==> config.mk <==
export PLATFORM = sky130hd
export DESIGN_NAME = stc_cfg
export DESIGN_NICKNAME = d
export VERILOG_FILES = /design/src/hdl/stc_pkg.sv /design/src/hdl/stc_cfg.sv
export SDC_FILE = /design/constraint.sdc
export NUM_CORES = 1
export LEC_CHECK = 0
export ABC_AREA = 1
export BUFFER_PORTS_ARGS = -buffer_cell sky130_fd_sc_hd__clkbuf_2
export CAP_MARGIN = 0
export CORE_ASPECT_RATIO = 0.8
export CORE_MARGIN = 4
export CORE_UTILIZATION = 67
export CTS_BUF_LIST = sky130_fd_sc_hd__clkbuf_8
export DETAILED_ROUTE_END_ITERATION = 16
export GPL_TIMING_DRIVEN = 0
export PLACE_DENSITY_LB_ADDON = 0.2
export SYNTH_ARGS = -nofsm -noshare
export SYNTH_HDL_FRONTEND = slang
export SYNTH_SLANG_ARGS = --single-unit
==> constraint.sdc <==
create_clock -name clk -period 16.6 [get_ports clk]
set_clock_uncertainty 0.2 [all_clocks]
set_input_delay 0.83 -clock clk [delete_from_list [all_inputs] [get_ports clk]]
set_output_delay 0.83 -clock clk [all_outputs]
set_load 0.01 [all_outputs]
==> src/hdl/stc_pkg.sv <==
package stc_pkg;

  localparam int ROW_W      = 10;
  localparam int COL_OUT_W  = 10;
  localparam int SIZE_W     = 11;
  localparam int MAX_ROWS   = 1024;
  localparam int MIN_SIZE   = 3;
  localparam int CFG_ADDR_W = 4;
  localparam int CFG_DATA_W = 32;

  localparam logic [15:0]     THRESHOLD_RESET = 16'd100;
  localparam logic [SIZE_W-1:0] SIZE_RESET    = 11'd1024;

  typedef enum logic [1:0] {
    REG_THRESHOLD = 2'd0,
    REG_COLUMNS   = 2'd1,
    REG_ROWS      = 2'd2
  } reg_index_t;

  typedef enum logic [1:0] {
    CLASS_FREE     = 2'd0,
    CLASS_OCCUPIED = 2'd1,
    CLASS_UNKNOWN  = 2'd2
  } cell_class_t;

  typedef struct packed {
    logic signed [15:0] elevation;
    logic               unknown;
    logic               frame_start;
  } in_beat_t;

  typedef struct packed {
    logic [ROW_W-1:0]     cell_row;
    logic [COL_OUT_W-1:0] cell_column;
    logic [1:0]           cell_class;
    logic                 frame_last;
  } out_beat_t;

  typedef struct packed {
    logic [ROW_W-1:0]     cell_row;
    logic [COL_OUT_W-1:0] cell_column;
    logic                 frame_last;
  } cell_pos_t;

endpackage

==> src/hdl/stc_cfg.sv <==
module stc_cfg #(
  parameter int MAX_COLUMNS = 1024
) (
  input  logic                              clk,
  input  logic                              rst_n,
  input  logic                              psel,
  input  logic                              penable,
  input  logic                              pwrite,
  input  logic [stc_pkg::CFG_ADDR_W-1:0]    paddr,
  input  logic [stc_pkg::CFG_DATA_W-1:0]    pwdata,
  output logic [stc_pkg::CFG_DATA_W-1:0]    prdata,
  output logic                              pready,
  output logic [31:0]                       threshold_sq,
  output logic [$clog2(MAX_COLUMNS):0]      cols,
  output logic [stc_pkg::SIZE_W-1:0]        rows
);
  import stc_pkg::*;

  localparam int CXW = $clog2(MAX_COLUMNS) + 1;
  localparam int COL_RESET = (MAX_COLUMNS < 1024) ? MAX_COLUMNS : 1024;

  logic [15:0]       threshold_r;
  logic [SIZE_W-1:0] cols_raw_r;
  logic [SIZE_W-1:0] rows_raw_r;
  logic [31:0]       threshold_sq_r;
  logic [CXW-1:0]    cols_r;
  logic [SIZE_W-1:0] rows_r;

  logic              wr_en;
  reg_index_t        wr_index;
  logic [SIZE_W-1:0] wsize;
  logic [CXW-1:0]    cols_nxt;
  logic [SIZE_W-1:0] rows_nxt;

  assign pready   = 1'b1;
  assign wr_en    = psel && penable && pwrite;
  assign wr_index = reg_index_t'(paddr[3:2]);
  assign wsize    = pwdata[SIZE_W-1:0];

  always_comb begin
    if (32'(wsize) < 32'(MIN_SIZE)) begin
      cols_nxt = CXW'(MIN_SIZE);
    end else if (32'(wsize) > 32'(MAX_COLUMNS)) begin
      cols_nxt = CXW'(MAX_COLUMNS);
    end else begin
      cols_nxt = CXW'(wsize);
    end
    if (32'(wsize) < 32'(MIN_SIZE)) begin
      rows_nxt = SIZE_W'(MIN_SIZE);
    end else if (32'(wsize) > 32'(MAX_ROWS)) begin
      rows_nxt = SIZE_W'(MAX_ROWS);
    end else begin
      rows_nxt = wsize;
    end
  end

  always_ff @(posedge clk) begin
    if (!rst_n) begin
      threshold_r    <= THRESHOLD_RESET;
      threshold_sq_r <= 32'(THRESHOLD_RESET) * 32'(THRESHOLD_RESET);
      cols_raw_r     <= SIZE_RESET;
      rows_raw_r     <= SIZE_RESET;
      cols_r         <= CXW'(COL_RESET);
      rows_r         <= SIZE_RESET;
    end else if (wr_en) begin
      case (wr_index)
        REG_THRESHOLD: begin
          threshold_r    <= pwdata[15:0];
          threshold_sq_r <= 32'(pwdata[15:0]) * 32'(pwdata[15:0]);
        end
        REG_COLUMNS: begin
          cols_raw_r <= wsize;
          cols_r     <= cols_nxt;
        end
        REG_ROWS: begin
          rows_raw_r <= wsize;
          rows_r     <= rows_nxt;
        end
        default: begin
        end
      endcase
    end
  end

  always_comb begin
    case (wr_index)
      REG_THRESHOLD: prdata = CFG_DATA_W'(threshold_r);
      REG_COLUMNS:   prdata = CFG_DATA_W'(cols_raw_r);
      REG_ROWS:      prdata = CFG_DATA_W'(rows_raw_r);
      default:       prdata = '0;
    endcase
  end

  assign threshold_sq = threshold_sq_r;
  assign cols         = cols_r;
  assign rows         = rows_r;

endmodule

==> impl_table.tex <==
\begin{tabular}{lr}
\hline
Metric & Value \\
\hline
\multicolumn{2}{l}{\textbf{Placement}} \\
Global placer's final weighted congestion & about 0.94 \\
Port Buf Inserts & a little over 80 \\
Placement Cell Area & 12500 um2 \\
DP Wirelength & 25000 um \\
Placed Instances & 1940 \\
\multicolumn{2}{l}{\textbf{Finish}} \\
Nets@finish & slightly above 2000 \\
Area Overhead vs Synth & 8.11\% \\
Final design area excluding fillers & 12700 um2 \\
Fillcell total & $\sim$1400 \\
Finished Layout Cells & 1956 \\
Share of final-layout standard cells stronger than drive strength 1 & 10.5\% \\
Antenna cell count & 0 \\
\multicolumn{2}{l}{\textbf{GRT}} \\
GRT Util Overall & roughly a third \\
Global-route wire length before repair & 50500 um \\
Via count of the first global-routing pass & 10300 \\
Overflow left after global routing & 0 \\
Initial antenna violation count & 0 \\
Maximum number of pins on one net before global-route repair & 20 \\
\multicolumn{2}{l}{\textbf{Floorplanning}} \\
Core region area & 17300 um2 \\
Floorplan die width & 156 um \\
DIE HEIGHT & between 100 and 150 um \\
Effective utilization at floorplan & 68.0\% \\
Row count & 43 \\
Number of I/O pins & 128 \\
Die area & 19700 um2 \\
\multicolumn{2}{l}{\textbf{Synthesis}} \\
Part of the Yosys area used for sequential elements & 15.3\% \\
Avg Inst Size Synth & 7.26 um2 \\
Post-synth cell types & 37 \\
Number of cells produced by synthesis & 1617 \\
Number of register bits inferred by synthesis & 90 \\
Yosys Warn Count & 0 \\
Netlist area before placement & 11700 um2 \\
\multicolumn{2}{l}{\textbf{Setup path}} \\
CP max FO & 10 \\
Critical register-to-register path startpoint & threshold\_sq[26] \\
Critical path arrival & about 7.0 ns \\
Critical Path Start & pwdata[6] \\
Data required time of the worst path & 16.72 ns \\
Path type of the worst setup path & primary input to flip-flop \\
Startpoint type of the worst setup path & primary input \\
Kind of end point of the critical path & flip-flop \\
\multicolumn{2}{l}{\textbf{STA}} \\
Clock period minus worst slack & 6.92 ns \\
Final hold slack & $\sim$0.26 ns \\
Number of hold violations in the final report & 0 \\
Relative slew slack & 45.4\% \\
Worst slew pin tran & 0.819 ns \\
Number of setup violations in the final report & 0 \\
Unrepaired setup endpoints after global routing & no \\
Total count of max-transition violations in the final report & 0 \\
Tcrit/Tclk final & 41.7\% \\
Fmax achieved & about 140 MHz \\
Setup TNS Final & 0 ns \\
\multicolumn{2}{l}{\textbf{Clock tree}} \\
Number of post-CTS setup repair buffers & 0 \\
CTS buffer count & 9 \\
CTS Buffer Depth & 2 \\
Buffer type at the clock tree root & clkbuf\_8 \\
Clock tree from TritonCTS & built \\
CTS sink cnt & 90 \\
Later-pin clock latency in the skew report & 0.38 ns \\
Number of buffers inserted by hold repair at cts & 0 \\
Post-CTS resize count & 0 \\
Clock slew at the register clock pins of the worst setup and hold paths & approximately 0.1 ns \\
H-tree depth & 3 \\
\multicolumn{2}{l}{\textbf{Detailed routing}} \\
Residual antenna-violating net count after detailed routing & 0 \\
Metal3 WL & $\sim$2900 um \\
Met1 Routed Length & 12800 um \\
Post-DR wirelength/cell & 15.4 um \\
Remaining routing DRC violations & 0 \\
Count of routing violations after the opening detailed-route iteration & around 800 \\
Via count normalized by instance count & 5.26 \\
Highest routed layer & met4 \\
First drt pass iteration count & 5 \\
Count of vias placed by the detailed router & 10300 \\
Total length of routed wires & 30100 um \\
Detail Route met2 WL & 13500 um \\
\multicolumn{2}{l}{\textbf{Min path}} \\
Startpoint of the most critical hold path & threshold\_r[15] \\
Kind of path behind the tightest hold check & flip-flop to flip-flop \\
\multicolumn{2}{l}{\textbf{Outcome}} \\
Run status & finished clean \\
\multicolumn{2}{l}{\textbf{Flow run}} \\
Max-cap check violation count & 0 \\
\hline
\end{tabular}
metrics by stage:
| stage | setup WS (ns) | util [%] |
|---|---|---|
| floorplan | 10.61 | - |
| global placement | 9.43 | 72.3 |
| detailed placement | 9.37 | 72.3 |
| CTS | 9.75 | 73.5 |
| global route | 9.41 | 73.5 |
| finish | 9.68 | 73.5 |
worst paths after layout:
path	endpoint	slack [ns]	cells after the start
max	threshold_sq[15]	9.68	23
min	threshold_r[15]	0.26	2
max reg2reg	threshold_sq[26]	15.61	3
min reg2reg	threshold_r[15]	0.26	2
synth_stat cells:
master	instances	share of area, %
inv_1	415	13
nand2_1	384	12
fa_1	162	28
nor2_1	110	3.5
ha_1	102	11
dfxtp_1	90	15
a21oi_1	73	3.1
o21ai_0	63	2.7
nand3_1	49	2.1
clkbuf_1	25	0.80
buf_2	21	0.90
buf_4	21	1.3
xor2_1	11	0.82
buf_1	8	0.26
inv_2	7	0.22
nor2_2	7	0.37
o211ai_1	7	0.45
o21ai_1	7	0.30
nand3_2	6	0.51
nand4_1	6	0.32
xnor2_1	6	0.45
nand2_2	5	0.27
o21bai_1	5	0.32
nor2_4	4	0.38
buf_6	3	0.29
nor3_1	3	0.13
or2_2	3	0.16
a21boi_2	2	0.19
a21o_1	2	0.13
a21oi_2	2	0.15
conb_1	2	0.064
a31o_2	1	0.075
and2_1	1	0.053
clkinv_1	1	0.032
nand2_4	1	0.096
nor3_2	1	0.085
o221ai_1	1	0.075
flip-flops by register name (all words and copies together) (netlist names):
register,flops
rows,11
cols,11
threshold_r,16
cols_raw_r,11
rows_raw_r,11
threshold_sq,30
critical path, cell delays in order:
cell      delay (ns)
clkbuf_2        0.14
clkbuf_1        0.64
buf_1           0.54
nand2_1         0.17
fa_1            0.58
fa_1            0.50
inv_1           0.05
fa_1            0.48
fa_1            0.53
fa_1            0.51
inv_1           0.07
fa_1            0.52
inv_1           0.05
ha_1            0.36
nand2_2         0.14
inv_1           0.06
a21oi_1         0.19
nand3_2         0.16
nand2_1         0.10
inv_1           0.04
o21ai_0         0.22
nand2_1         0.09
inv_1           0.06
cell families (layout without fill, tap and decap cells):
family | count (synthesis) | after routing | synth area share [%]
xor+xnor | 17 | 17 | 1.27
flops | 90 | 90 | 15.3
buf+inv | 501 | 599 | 17.1
simple gates | 580 | 580 | 20.3
other cells | 2 | 18 | 0.0640
compound gates | 163 | 163 | 7.48
fa+ha+maj | 264 | 264 | 38.5
placed cells by master (no fill, tap or decap), types with 5 or more instances in the layout:
cell      count
nor2_2        7
nor2_1      110
o21ai_1       7
xor2_1       11
buf_1         8
clkbuf_1     25
nand4_1       6
o211ai_1      7
o21bai_1      5
nand3_1      49
inv_1       415
buf_2        21
conb_1       18
dfxtp_1      90
ha_1        102
nand3_2       6
inv_2         7
a21oi_1      73
xnor2_1       6
clkbuf_8      9
fa_1        162
buf_4        21
nand2_2       5
clkbuf_2     82
nand2_1     384
o21ai_0      63
area by class of cell:
type,instances,area (um2),share of cell area [%]
Multi-Input combinational cell,1042,7990,63.0
Timing Repair Buffer,82,410,3.23
Tap cell,225,282,2.22
Sequential cell,90,1800,14.2
Clock buffer,9,124,0.976
Clock inverter,7,76.3,0.601
Inverter,423,1590,12.5
Buffer,78,420,3.31
layer usage:
| layer | GRT usage, % | up-vias |
|---|---|---|
| met5 | 0 | - |
| li1 | - | 4937 |
| met2 | 51.1 | 444 |
| met3 | 6.89 | 70 |
| met4 | 8.34 | 0 |
| met1 | 45.1 | 4840 |
Power is left out: the tool's default activity adds up to more than one toggle a clock period on the data nets, which glitch-free logic cannot reach.
