<file path="config.mk">
export PLATFORM = sky130hd
export DESIGN_NAME = stc_grade
export DESIGN_NICKNAME = d
export VERILOG_FILES = /design/src/hdl/stc_pkg.sv /design/src/hdl/stc_grade.sv
export SDC_FILE = /design/constraint.sdc
export NUM_CORES = 1
export LEC_CHECK = 0
export BUFFER_PORTS_ARGS = -buffer_cell sky130_fd_sc_hd__buf_2
export CAP_MARGIN = 15
export CORE_MARGIN = 3
export CORE_UTILIZATION = 40
export CTS_CLUSTER_DIAMETER = 120
export DETAILED_ROUTE_END_ITERATION = 8
export GPL_ROUTABILITY_DRIVEN = 0
export SLEW_MARGIN = 20
export SYNTH_ARGS = -nofsm -noshare
export SYNTH_HDL_FRONTEND = slang
export SYNTH_SLANG_ARGS = --single-unit
</file>
<file path="constraint.sdc">
create_clock -name clk -period 11.2 [get_ports clk]
set_input_delay 0.56 -clock clk [delete_from_list [all_inputs] [get_ports clk]]
set_output_delay 0.56 -clock clk [all_outputs]
set_load 0.01 [all_outputs]
</file>
<file path="src/hdl/stc_pkg.sv">
package stc_pkg;

  localparam int ROW_W      = 10;
  localparam int COL_OUT_W  = 10;
  localparam int SIZE_W     = 11;
  localparam int MAX_ROWS   = 1024;
  localparam int MIN_SIZE   = 3;
  localparam int CFG_ADDR_W = 4;
  localparam int CFG_DATA_W = 32;

  localparam logic [15:0]     THRESHOLD_RESET = 16'd100;
  localparam logic [SIZE_W-1:0] SIZE_RESET    = 11'd1024;

  typedef enum logic [1:0] {
    REG_THRESHOLD = 2'd0,
    REG_COLUMNS   = 2'd1,
    REG_ROWS      = 2'd2
  } reg_index_t;

  typedef enum logic [1:0] {
    CLASS_FREE     = 2'd0,
    CLASS_OCCUPIED = 2'd1,
    CLASS_UNKNOWN  = 2'd2
  } cell_class_t;

  typedef struct packed {
    logic signed [15:0] elevation;
    logic               unknown;
    logic               frame_start;
  } in_beat_t;

  typedef struct packed {
    logic [ROW_W-1:0]     cell_row;
    logic [COL_OUT_W-1:0] cell_column;
    logic [1:0]           cell_class;
    logic                 frame_last;
  } out_beat_t;

  typedef struct packed {
    logic [ROW_W-1:0]     cell_row;
    logic [COL_OUT_W-1:0] cell_column;
    logic                 frame_last;
  } cell_pos_t;

endpackage

</file>
<file path="src/hdl/stc_grade.sv">
module stc_grade #(
  parameter int HEIGHT_BITS = 16
) (
  input  logic                 clk,
  input  logic                 rst_n,
  input  logic                 s1_valid,
  input  stc_pkg::cell_pos_t   s1_pos,
  input  logic [HEIGHT_BITS:0] s1_cell,
  input  logic [HEIGHT_BITS:0] s1_sample,
  input  logic [HEIGHT_BITS:0] s1_ahead,
  input  logic [31:0]          threshold_sq,
  output logic                 s1_take,
  output logic                 out_valid,
  input  logic                 out_stall,
  output stc_pkg::out_beat_t   out_data
);
  import stc_pkg::*;

  localparam int HB   = HEIGHT_BITS;
  localparam int SQW  = 2 * HB;
  localparam int SUMW = SQW + 1;
  localparam int CMPW = (SUMW > 32) ? SUMW : 32;

  logic          v2_r;
  cell_pos_t     pos2_r;
  logic [SQW-1:0] sq1_r;
  logic [SQW-1:0] sq2_r;
  logic          fixed_r;
  cell_class_t   fixed_cls_r;
  logic          out_valid_r;
  out_beat_t     out_data_r;

  logic          en2;
  logic          en_out;
  logic signed [HB:0] d1;
  logic signed [HB:0] d2;
  logic [HB-1:0] a1;
  logic [HB-1:0] a2;
  logic          fixed;
  cell_class_t   fixed_cls;
  logic [SUMW-1:0] sum;
  cell_class_t   cls;

  assign en_out  = !out_valid_r || !out_stall;
  assign en2     = !v2_r || en_out;
  assign s1_take = en2;

  assign d1 = $signed({s1_cell[HB-1], s1_cell[HB-1:0]})
            - $signed({s1_sample[HB-1], s1_sample[HB-1:0]});
  assign d2 = $signed({s1_cell[HB-1], s1_cell[HB-1:0]})
            - $signed({s1_ahead[HB-1], s1_ahead[HB-1:0]});
  assign a1 = d1[HB] ? HB'(-d1) : HB'(d1);
  assign a2 = d2[HB] ? HB'(-d2) : HB'(d2);

  always_comb begin
    if (s1_cell[HB]) begin
      fixed     = 1'b1;
      fixed_cls = CLASS_UNKNOWN;
    end else if (s1_sample[HB] || s1_ahead[HB]) begin
      fixed     = 1'b1;
      fixed_cls = CLASS_FREE;
    end else begin
      fixed     = 1'b0;
      fixed_cls = CLASS_FREE;
    end
  end

  assign sum = SUMW'(sq1_r) + SUMW'(sq2_r);

  always_comb begin
    if (fixed_r) begin
      cls = fixed_cls_r;
    end else if (CMPW'(sum) > CMPW'(threshold_sq)) begin
      cls = CLASS_OCCUPIED;
    end else begin
      cls = CLASS_FREE;
    end
  end

  always_ff @(posedge clk) begin
    if (!rst_n) begin
      v2_r        <= 1'b0;
      out_valid_r <= 1'b0;
    end else begin
      if (en2) begin
        v2_r <= s1_valid;
      end
      if (en_out) begin
        out_valid_r <= v2_r;
      end
    end
  end

  always_ff @(posedge clk) begin
    if (en2 && s1_valid) begin
      pos2_r      <= s1_pos;
      sq1_r       <= SQW'(a1) * SQW'(a1);
      sq2_r       <= SQW'(a2) * SQW'(a2);
      fixed_r     <= fixed;
      fixed_cls_r <= fixed_cls;
    end
    if (en_out && v2_r) begin
      out_data_r.cell_row    <= pos2_r.cell_row;
      out_data_r.cell_column <= pos2_r.cell_column;
      out_data_r.cell_class  <= cls;
      out_data_r.frame_last  <= pos2_r.frame_last;
    end
  end

  assign out_valid = out_valid_r;
  assign out_data  = out_data_r;

endmodule

</file>
==> results of run 1 <==
-- sequential cells by signal, indices dropped and copies added, names as in the netlist --
| name | flops |
|---|---|
| fixed_cls_r | 1 |
| fixed_r | 1 |
| out_data | 23 |
| out_valid | 1 |
| pos2_r | 21 |
| sq1_r | 31 |
| sq2_r | 31 |
| v2_r | 1 |
-- Yosys cell counts, types with 5 or more instances --
cell type    n
edfxtp_1   108
and3_1       8
nor2_1     233
o211ai_1     8
clkinv_1     5
and2_1      15
ha_1       291
nand2b_1    27
a31o_2       6
o211a_1      5
fa_1       326
o22ai_1      5
nand4_1     16
o311ai_0     6
clkbuf_1    20
or2_2        6
o21a_1      20
a31oi_1      8
nand2_1    169
o21bai_1    14
a221oi_1     6
or3_1       12
nor4_1       5
o2111ai_1    8
nand3_1     23
a21o_1      58
xnor2_1     88
o31ai_1      6
xor2_1      42
a211oi_1    18
o21ai_0     44
a21oi_1     95
nor3_1      42
buf_2        7
nor2b_1     23
inv_1      551
-- path summary, 6_finish.rpt --
path	end	slack, ns	depth (start not counted)
max	sq1_r[31]$_DFFE_PP_	1.28	34
min	pos2_r[7]$_DFFE_PP_	0.37	1
min reg2reg	out_data[0]$_DFFE_PP_	0.42	0
max reg2reg	out_data[1]$_SDFFCE_PP0P_	6.16	21
-- kinds of logic after synthesis --
family | after synthesis
DFF | 110
buffers and inverters | 587
xor gates and xnor gates | 132
and+or+nand+nor | 600
AOI/OAI and AO/OA | 349
adders and majority gates | 617
muxes | 2
-- critical path: cells and delay by family --
family	cells	cell delay (ns)
fa+ha+maj	9	4.02
compound gates	11	2.71
xor+xnor	3	0.88
buf+inv	6	0.78
simple gates	5	1.06
-- per-layer routing --
metal	vias to the layer above	share of wire	track usage
li1	8033	-	-
met1	8166	0.44	0.258
met2	495	0.47	0.321
met3	84	0.067	0.0349
met4	16	0.021	0.0430
met5	-	0.0017	0
-- final cells by class --
| type | count | area [sq um] |
|---|---|---|
| clock buffer | 9 | 225 |
| fill | 5259 | 30100 |
| tap | 696 | 871 |
| clock inverter | 7 | 75.1 |
| sequential | 110 | 3280 |
| antenna | 1 | 2.50 |
| inverter | 560 | 2100 |
| multi-input combinational | 1700 | 16500 |
| timing repair buffer | 166 | 920 |
-- through the flow --
stage / util / setup slack, ns / cell area (sq um) / hold slack (ns)
3_3_place_gp: 0.438 / 1.20 / 23700 / 0.401
4_1_cts: 0.444 / 1.35 / 24000 / 0.349
5_1_grt: 0.444 / 0.578 / 24000 / 0.344
2_1_floorplan: - / 2.27 / 22000 / 0.400
3_5_place_dp: 0.438 / 0.994 / 23700 / 0.405
6_report: 0.444 / 1.28 / 24000 / 0.367
==> summary.md, run 1 <==
| Metric | Value |
|---|---|
| Distinct cells, synth | 78 |
| Routed vias | ~17000 |
| Die area | 0.0579 sq mm |
| Fin cells | 3249 |
| CP startpoint kind | primary input |
| Nets | 3272 |
| Max-slew headroom | 0.323 |
| Crit-path max FO | 9 |
| Yosys warns | 0 |
| Final setup viols | 0 |
| Clock Path Buffers | 2 |
| Global-route wire length before repair | about 88000 microns |
| Crit path required time | 11.31 ns |
| Core area | 0.0541 sq mm |
| Delay of the slowest critical-path stage | a little over 0.6 ns |
| Post-CTS setup buffer count | 0 |
| Reg2reg start | sq1_r[3]$_DFFE_PP_ |
| Syn_area_per_cell | 9.19 sq um |
| Clock Pin Slew Worst Setup and Hold Paths | 0.08 ns |
| Simple-Gate Fraction of Synth Area | 0.123 |
| Worst-margin pin slew | just over 1 ns |
| Final Skew | 0.00568 ns |
| Largest net degree at the start of global routing | 86 |
| Post-DP HPWL | 46400 microns |
| DRC | 0 |
| Main area contributors after synthesis | fa_1 (30%), ha_1 (17%), edfxtp_1 (15%) |
| H-tree depth | 3 |
| Routed wire length | 54300 microns |
| Initial antenna violation count | 9 |
| Clk root buf | clkbuf_16 |
| Post-DRT Antenna Nets | 0 |
| Multiplexer area fraction after synthesis | 0.000909 |
| Final Hold Viols | 0 |
| Largest family of logic cells by synthesized area | adder cells |
| Post-DR wirelength/cell | about 17 microns |
| Net count after synthesis | 3122 |
| CTS Sinks | 110 |
| Number of I/O port buffers | about 130 |
| GRT Overall Usage | 0.191 |
| Critical path data arrival time | roughly 10 ns |
| Synth async-reset ratio | 0 |
| Most used cell along the critical path | fa_1 |
| Final worst path period share | 0.886 |
| Fin crit period | 9.92 ns |
| #FFs+latches synth | 110 |
| Most common cell after layout, fill and taps aside | inv_1 |
| Number of synthesized flops with an enable pin | 108 |
| Ys flop type | edfxtp_1 |
| Number of global-route vias before repair | 17500 |
| Share of cells above drive strength 1 | 0.0850 |
| Hold Buf Count CTS | 0 |
| Grt ovf | 0 |
| Peak Freq | slightly above 100 MHz |
| Synth Area in Adders | 0.462 |
| Fin Setup TNS | 0 ns |
| Setup crit end kind | flop |
| Status | complete, no violations |
| Synth top area share | 0.296 |
| RSZ-0062 raised after global routing | false |
| I/O pin count | roughly 130 |
| # rows | 85 |
| Kind of critical path | in2reg |
| Die width | approximately 240 microns |
| Sequential area share after synthesis | 0.149 |
| Max Slew Vio Count | 0 |
| Max cap viols | 0 |
| Post-Syn Area | 0.0220 sq mm |
| Crit. Startpoint | s1_cell[0] |
| Hold_sp | s1_pos[7] |
| Compound-Gate Fraction of Synth Area | 0.111 |
| Hold Path Class | in2reg |
| Clk Latency, worst-skew pair | roughly 0.36 ns |
| CTS tree | yes |
| DRT Pass-1 Iters | 5 |
| CP max stage cell | xnor2_1 |
| Post-Place Cells | 3232 |
| Num CTS Buffers | 9 |
| Leading area contributor after synthesis | fa_1 |
| Area delta synth->final | 9.07% |
| Post-Synth XOR/XNOR Area | 0.0532 |
| Most frequent cells in the layout | inv_1 (551), fa_1 (326), ha_1 (291) |
| Vias per inst | 5.17 |
| Post-Syn Instances | between 2000 and 2500 |
| Post-cts gate resize count | 0 |
| Drt initial violations | 907 |
| DIE HEIGHT | 241 microns |
| Starting Density | 0.407 |
Power of run 1 is left out: the tool's default activity adds up to more than one toggle a clock period on the data nets, which glitch-free logic cannot reach.
==> run 2: changes to the inputs <==
--- a/config.mk
+++ b/config.mk
@@ -12,7 +12,6 @@
 export CTS_CLUSTER_DIAMETER = 120
 export DETAILED_ROUTE_END_ITERATION = 8
 export GPL_ROUTABILITY_DRIVEN = 0
-export SLEW_MARGIN = 20
 export SYNTH_ARGS = -nofsm -noshare
 export SYNTH_HDL_FRONTEND = slang
 export SYNTH_SLANG_ARGS = --single-unit
==> constraint.sdc (replaced) <==
create_clock -name clk -period 11.2 [get_ports clk]
set_input_delay 0.56 -clock clk [delete_from_list [all_inputs] [get_ports clk]]
set_output_delay 0.56 -clock clk [all_outputs]
set_load 0.1 [all_outputs]
==> run 2 against run 1 <==
Die area unchanged; utilization about the same; cell count unchanged; count of clock-buffer cells in the layout unchanged; global-route usage unchanged; register-to-register slack about the same; flip-flop and latch count unchanged; largest cell class unchanged.
==> summary.md, run 2 (synthesized netlist as in run 1, its figures left out) <==
| Metric | Value |
|---|---|
| Status | complete, no violations (unchanged) |
| Area delta synth->final | 9.05% (was 9.07%) |
| Fin crit period | 9.92 ns (about the same) |
| Delay of the slowest critical-path stage | 0.61 ns (about the same) |
| Num CTS Buffers | 9 (unchanged) |
| Grt ovf | 0 (unchanged) |
| Fin Setup TNS | 0 ns (unchanged) |
| Fin cells | 3249 (unchanged) |
| Die area | 0.0579 sq mm (unchanged) |
| DIE HEIGHT | 241 microns (unchanged) |
| CTS tree | yes (unchanged) |
| Hold Path Class | in2reg (unchanged) |
| Clk root buf | clkbuf_16 (unchanged) |
| Crit path required time | 11.31 ns (about the same) |
| Share of cells above drive strength 1 | 0.0850 (unchanged) |
| CP startpoint kind | primary input (unchanged) |
| CP max stage cell | xnor2_1 (unchanged) |
| GRT Overall Usage | 0.191 (unchanged) |
| DRT Pass-1 Iters | 5 (unchanged) |
| Most frequent cells in the layout | inv_1 (551), fa_1 (326), ha_1 (291) (unchanged) |
| Worst slack at placement | 0.994 ns (unchanged) |
| Die width | 241 microns (unchanged) |
| Post-DP HPWL | 46400 microns (unchanged) |
| Kind of critical path | in2reg (unchanged) |
| Setup WS post-layout | 1.28 ns (about the same) |
| H-tree depth | 3 (unchanged) |
| CTS Sinks | 110 (unchanged) |
| Worst-margin pin slew | 1.09 ns (was 1.01 ns) |
| Starting Density | 0.407 (unchanged) |
| Max Slew Vio Count | 0 (unchanged) |
| Clock Path Buffers | 2 (unchanged) |
| Number of I/O port buffers | 132 (unchanged) |
| Hold Buf Count CTS | 0 (unchanged) |
| Global-route wire length before repair | 88000 microns (unchanged) |
| Post-cts gate resize count | 0 (unchanged) |
| Initial antenna violation count | 9 (unchanged) |
| Max cap viols | 0 (unchanged) |
| Fin util | 0.444 (about the same) |
| Critical path data arrival time | 10.03 ns (about the same) |
| Clk Latency, worst-skew pair | 0.36 ns (about the same) |
| # rows | 85 (unchanged) |
| Post-Place Cells | 3232 (unchanged) |
| Number of global-route vias before repair | 17500 (unchanged) |
| Vias per inst | 5.17 (about the same) |
| Most used cell along the critical path | fa_1 (unchanged) |
| I/O pin count | 133 (unchanged) |
| Largest net degree at the start of global routing | 86 (unchanged) |
| DRC | 0 (unchanged) |
| Routed vias | 16784 (was 16794) |
| Final setup viols | 0 (unchanged) |
| Crit-path max FO | 9 (unchanged) |
| RSZ-0062 raised after global routing | false (unchanged) |
| Post-CTS setup buffer count | 0 (unchanged) |
| Routed wire length | 54300 microns (about the same) |
| Final worst path period share | 0.886 (about the same) |
| Setup crit end kind | flop (unchanged) |
| Max-slew headroom | 0.273 (was 0.323) |
| Post-DRT Antenna Nets | 0 (unchanged) |
| Peak Freq | 101 MHz (about the same) |
| Core area | 0.0541 sq mm (unchanged) |
| Final Skew | 0.00568 ns (about the same) |
| Post-DR wirelength/cell | 16.7 microns (about the same) |
| Drt initial violations | 907 (unchanged) |
| Final Hold Viols | 0 (unchanged) |
| Most common cell after layout, fill and taps aside | inv_1 (unchanged) |
| Nets | 3272 (unchanged) |
| Clock Pin Slew Worst Setup and Hold Paths | 0.08 ns (about the same) |
run 2: stage by stage:
stage | cell area, sq um | hold WS, ns
5_1_grt | 24000 | 0.344
4_1_cts | 24000 | 0.349
2_1_floorplan | 22000 | 0.400
3_3_place_gp | 23700 | 0.401
6_report | 24000 | 0.366
3_5_place_dp | 23700 | 0.405
run 2: area by class of cell:
type                       instances  area (sq um)
clock buffer                       9           225
antenna                            1          2.50
inverter                         560          2100
timing repair buffer             166           916
tap                              696           871
clock inverter                     7          75.1
sequential                       110          3280
multi-input combinational       1700         16500
fill                            5261         30100
run 2: worst paths after layout:
check,start,end,slack (ns),cells after the start
setup / recovery,s1_cell[0],sq1_r[31]$_DFFE_PP_,1.28,34
hold / removal,s1_pos[7],pos2_r[7]$_DFFE_PP_,0.37,1
setup reg to reg,sq1_r[3]$_DFFE_PP_,out_data[1]$_SDFFCE_PP0P_,6.17,21
hold reg to reg,pos2_r[0]$_DFFE_PP_,out_data[0]$_DFFE_PP_,0.42,0
run 2: worst max-delay path, delay by kind of cell:
family,cells,cell delay [ns]
adders and majority gates,9,4.02
AOI/OAI and AO/OA,11,2.71
and+or+nand+nor,5,1.06
xor gates and xnor gates,3,0.88
buffers and inverters,6,0.78
run 2: layer usage:
metal,wire (microns),GRT usage,part of all wire
met5,93,0,0.0017
met3,3620,0.0349,0.067
met2,25300,0.321,0.47
met4,1140,0.0430,0.021
met1,24100,0.258,0.44
Power of run 2 is left out for the same reason.
==> run 3: changes to the inputs <==
--- a/config.mk
+++ b/config.mk
@@ -7,11 +7,13 @@
 export LEC_CHECK = 0
 export BUFFER_PORTS_ARGS = -buffer_cell sky130_fd_sc_hd__buf_2
 export CAP_MARGIN = 15
+export CORE_ASPECT_RATIO = 1.1
 export CORE_MARGIN = 3
 export CORE_UTILIZATION = 40
 export CTS_CLUSTER_DIAMETER = 120
 export DETAILED_ROUTE_END_ITERATION = 8
 export GPL_ROUTABILITY_DRIVEN = 0
+export RECOVER_POWER = 25
 export SYNTH_ARGS = -nofsm -noshare
 export SYNTH_HDL_FRONTEND = slang
 export SYNTH_SLANG_ARGS = --single-unit
==> run 3 against run 2 <==
Routed wire length is 0.69% higher; hold slack worse by 0.0019 ns; via count is 0.33% higher; non-clock buffer count is 6 higher; critical path type unchanged; largest cell class unchanged; highest routed layer unchanged.
==> summary.md, run 3 (synthesized netlist as in run 1, its figures left out) <==
| Metric | Value |
|---|---|
| Clock Path Buffers | 2 (unchanged) |
| Area delta synth->final | 9.43% (was 9.05%) |
| Grt met3 use | 0.0269 (was 0.0349) |
| Core area | 0.0540 sq mm (was 0.0541 sq mm) |
| Drt initial violations | 931 (was 907) |
| Share of cells above drive strength 1 | 0.0852 (was 0.0850) |
| Clock Pin Slew Worst Setup and Hold Paths | 0.08 ns (about the same) |
| GRT Overall Usage | 0.194 (was 0.191) |
| Area of the multi-input gates | 0.0165 sq mm (about the same) |
| Post-CTS setup buffer count | 0 (unchanged) |
| Register Area | 0.00328 sq mm (unchanged) |
| Met1 GRT Util | 0.250 (was 0.258) |
| Final setup viols | 0 (unchanged) |
| Die width | 230 microns (was 241 microns) |
| Num CTS Buffers | 9 (unchanged) |
| Post-DR wirelength/cell | 16.6 microns (was 16.7 microns) |
| Fin crit period | 9.83 ns (was 9.92 ns) |
| Hold Buf Count CTS | 0 (unchanged) |
| CTS tree | yes (unchanged) |
| Number of I/O port buffers | 132 (unchanged) |
| Status | complete, no violations (unchanged) |
| Clk Latency, worst-skew pair | 0.37 ns (was 0.36 ns) |
| Worst-margin pin slew | 1.42 ns (was 1.09 ns) |
| Most frequent cells in the layout | inv_1 (551), fa_1 (326), ha_1 (291) (unchanged) |
| DRT Pass-1 Iters | 6 (was 5) |
| Worst slack at placement | 1.05 ns (was 0.994 ns) |
| Hold Path Class | in2reg (unchanged) |
| Crit path required time | 11.31 ns (about the same) |
| Max cap viols | 0 (unchanged) |
| DIE HEIGHT | 252 microns (was 241 microns) |
| Max Slew Vio Count | 0 (unchanged) |
| # rows | 89 (was 85) |
| Die area | 0.0579 sq mm (about the same) |
| Kind of critical path | in2reg (unchanged) |
| Fin Setup TNS | 0 ns (unchanged) |
| Clk root buf | clkbuf_16 (unchanged) |
| Filler cell count | 5274 (was 5261) |
| Final Skew | 0.00640 ns (was 0.00568 ns) |
| Final Hold Viols | 0 (unchanged) |
| Nets | 3278 (was 3272) |
| CP max stage cell | xnor2_1 (unchanged) |
| Vias per inst | 5.12 (was 5.17) |
| H-tree depth | 3 (unchanged) |
| Most used cell along the critical path | fa_1 (unchanged) |
| Setup WS post-layout | 1.37 ns (was 1.28 ns) |
| Most common cell after layout, fill and taps aside | inv_1 (unchanged) |
| Buf/Inv on CP | 6 (unchanged) |
| I/O pin count | 133 (unchanged) |
| Starting Density | 0.408 (was 0.407) |
| Crit-path max FO | 9 (unchanged) |
| Routed wire length | 54700 microns (was 54300 microns) |
| Post-DRT Antenna Nets | 0 (unchanged) |
| Initial antenna violation count | 4 (was 9) |
| CP startpoint kind | primary input (unchanged) |
| CTS Sinks | 110 (unchanged) |
| Met2 GRT Util | 0.342 (was 0.321) |
| Global-route wire length before repair | 90400 microns (was 88000 microns) |
| Post-DP HPWL | 46600 microns (was 46400 microns) |
| Delay of the slowest critical-path stage | 0.59 ns (was 0.61 ns) |
| Routed vias | 16840 (was 16784) |
| Diodes inserted | 0 (was 1) |
| Setup crit end kind | flop (unchanged) |
| Grt peak-use layer | met2 (unchanged) |
| Max-slew headroom | 0.0532 (was 0.273) |
| Critical path data arrival time | 9.94 ns (was 10.03 ns) |
| Final worst path period share | 0.878 (was 0.886) |
| Largest net degree at the start of global routing | 86 (unchanged) |
| DRC | 0 (unchanged) |
| Number of global-route vias before repair | 18072 (was 17500) |
| Grt ovf | 0 (unchanged) |
| Peak Freq | 102 MHz (was 101 MHz) |
| RSZ-0062 raised after global routing | false (unchanged) |
| CP delay by family, top | adder cells (unchanged) |
| Post-cts gate resize count | 0 (unchanged) |
run 3: cell types whose count changed in the layout (fill, tap and decap cells not counted), moves of 2 or more:
cell      before  now
buf_4         34   39
clkbuf_1       0    4
buf_2        132  129
inv_6          3    1
run 3: layout make-up:
cell class,instances,area share
Multi-Input combinational cell,1700,0.686
Sequential cell,110,0.136
Inverter,560,0.0872
Timing Repair Buffer,172,0.0396
Tap cell,728,0.0378
Clock buffer,9,0.00935
Clock inverter,7,0.00363
run 3: final timing paths:
kind,depth (start not counted),startpoint,end,slack (ns)
worst max-delay path,34,s1_cell[0],sq1_r[31]$_DFFE_PP_,1.37
worst min-delay path,1,s1_pos[19],pos2_r[19]$_DFFE_PP_,0.36
worst max register to register,21,sq1_r[3]$_DFFE_PP_,out_data[1]$_SDFFCE_PP0P_,6.05
worst min register to register,0,pos2_r[5]$_DFFE_PP_,out_data[7]$_DFFE_PP_,0.42
run 3: through the flow:
| step | cell area (sq um) | instances | hold slack [ns] | utilization |
|---|---|---|---|---|
| 3_5_place_dp | 23800 | 3270 | 0.405 | 0.441 |
| 5_1_grt | 24100 | 3286 | 0.347 | 0.446 |
| 4_1_cts | 24100 | 3286 | 0.349 | 0.446 |
| 2_1_floorplan | 22000 | 2397 | 0.400 | - |
| 3_3_place_gp | 23800 | 3270 | 0.401 | 0.441 |
| 6_report | 24100 | 3286 | 0.364 | 0.446 |
run 3: metal layers:
metal	up-vias	share of wire
met4	8	0.028
li1	8037	-
met2	455	0.49
met3	87	0.057
met5	-	0.0010
met1	8253	0.43
Power of run 3 is left out for the same reason.
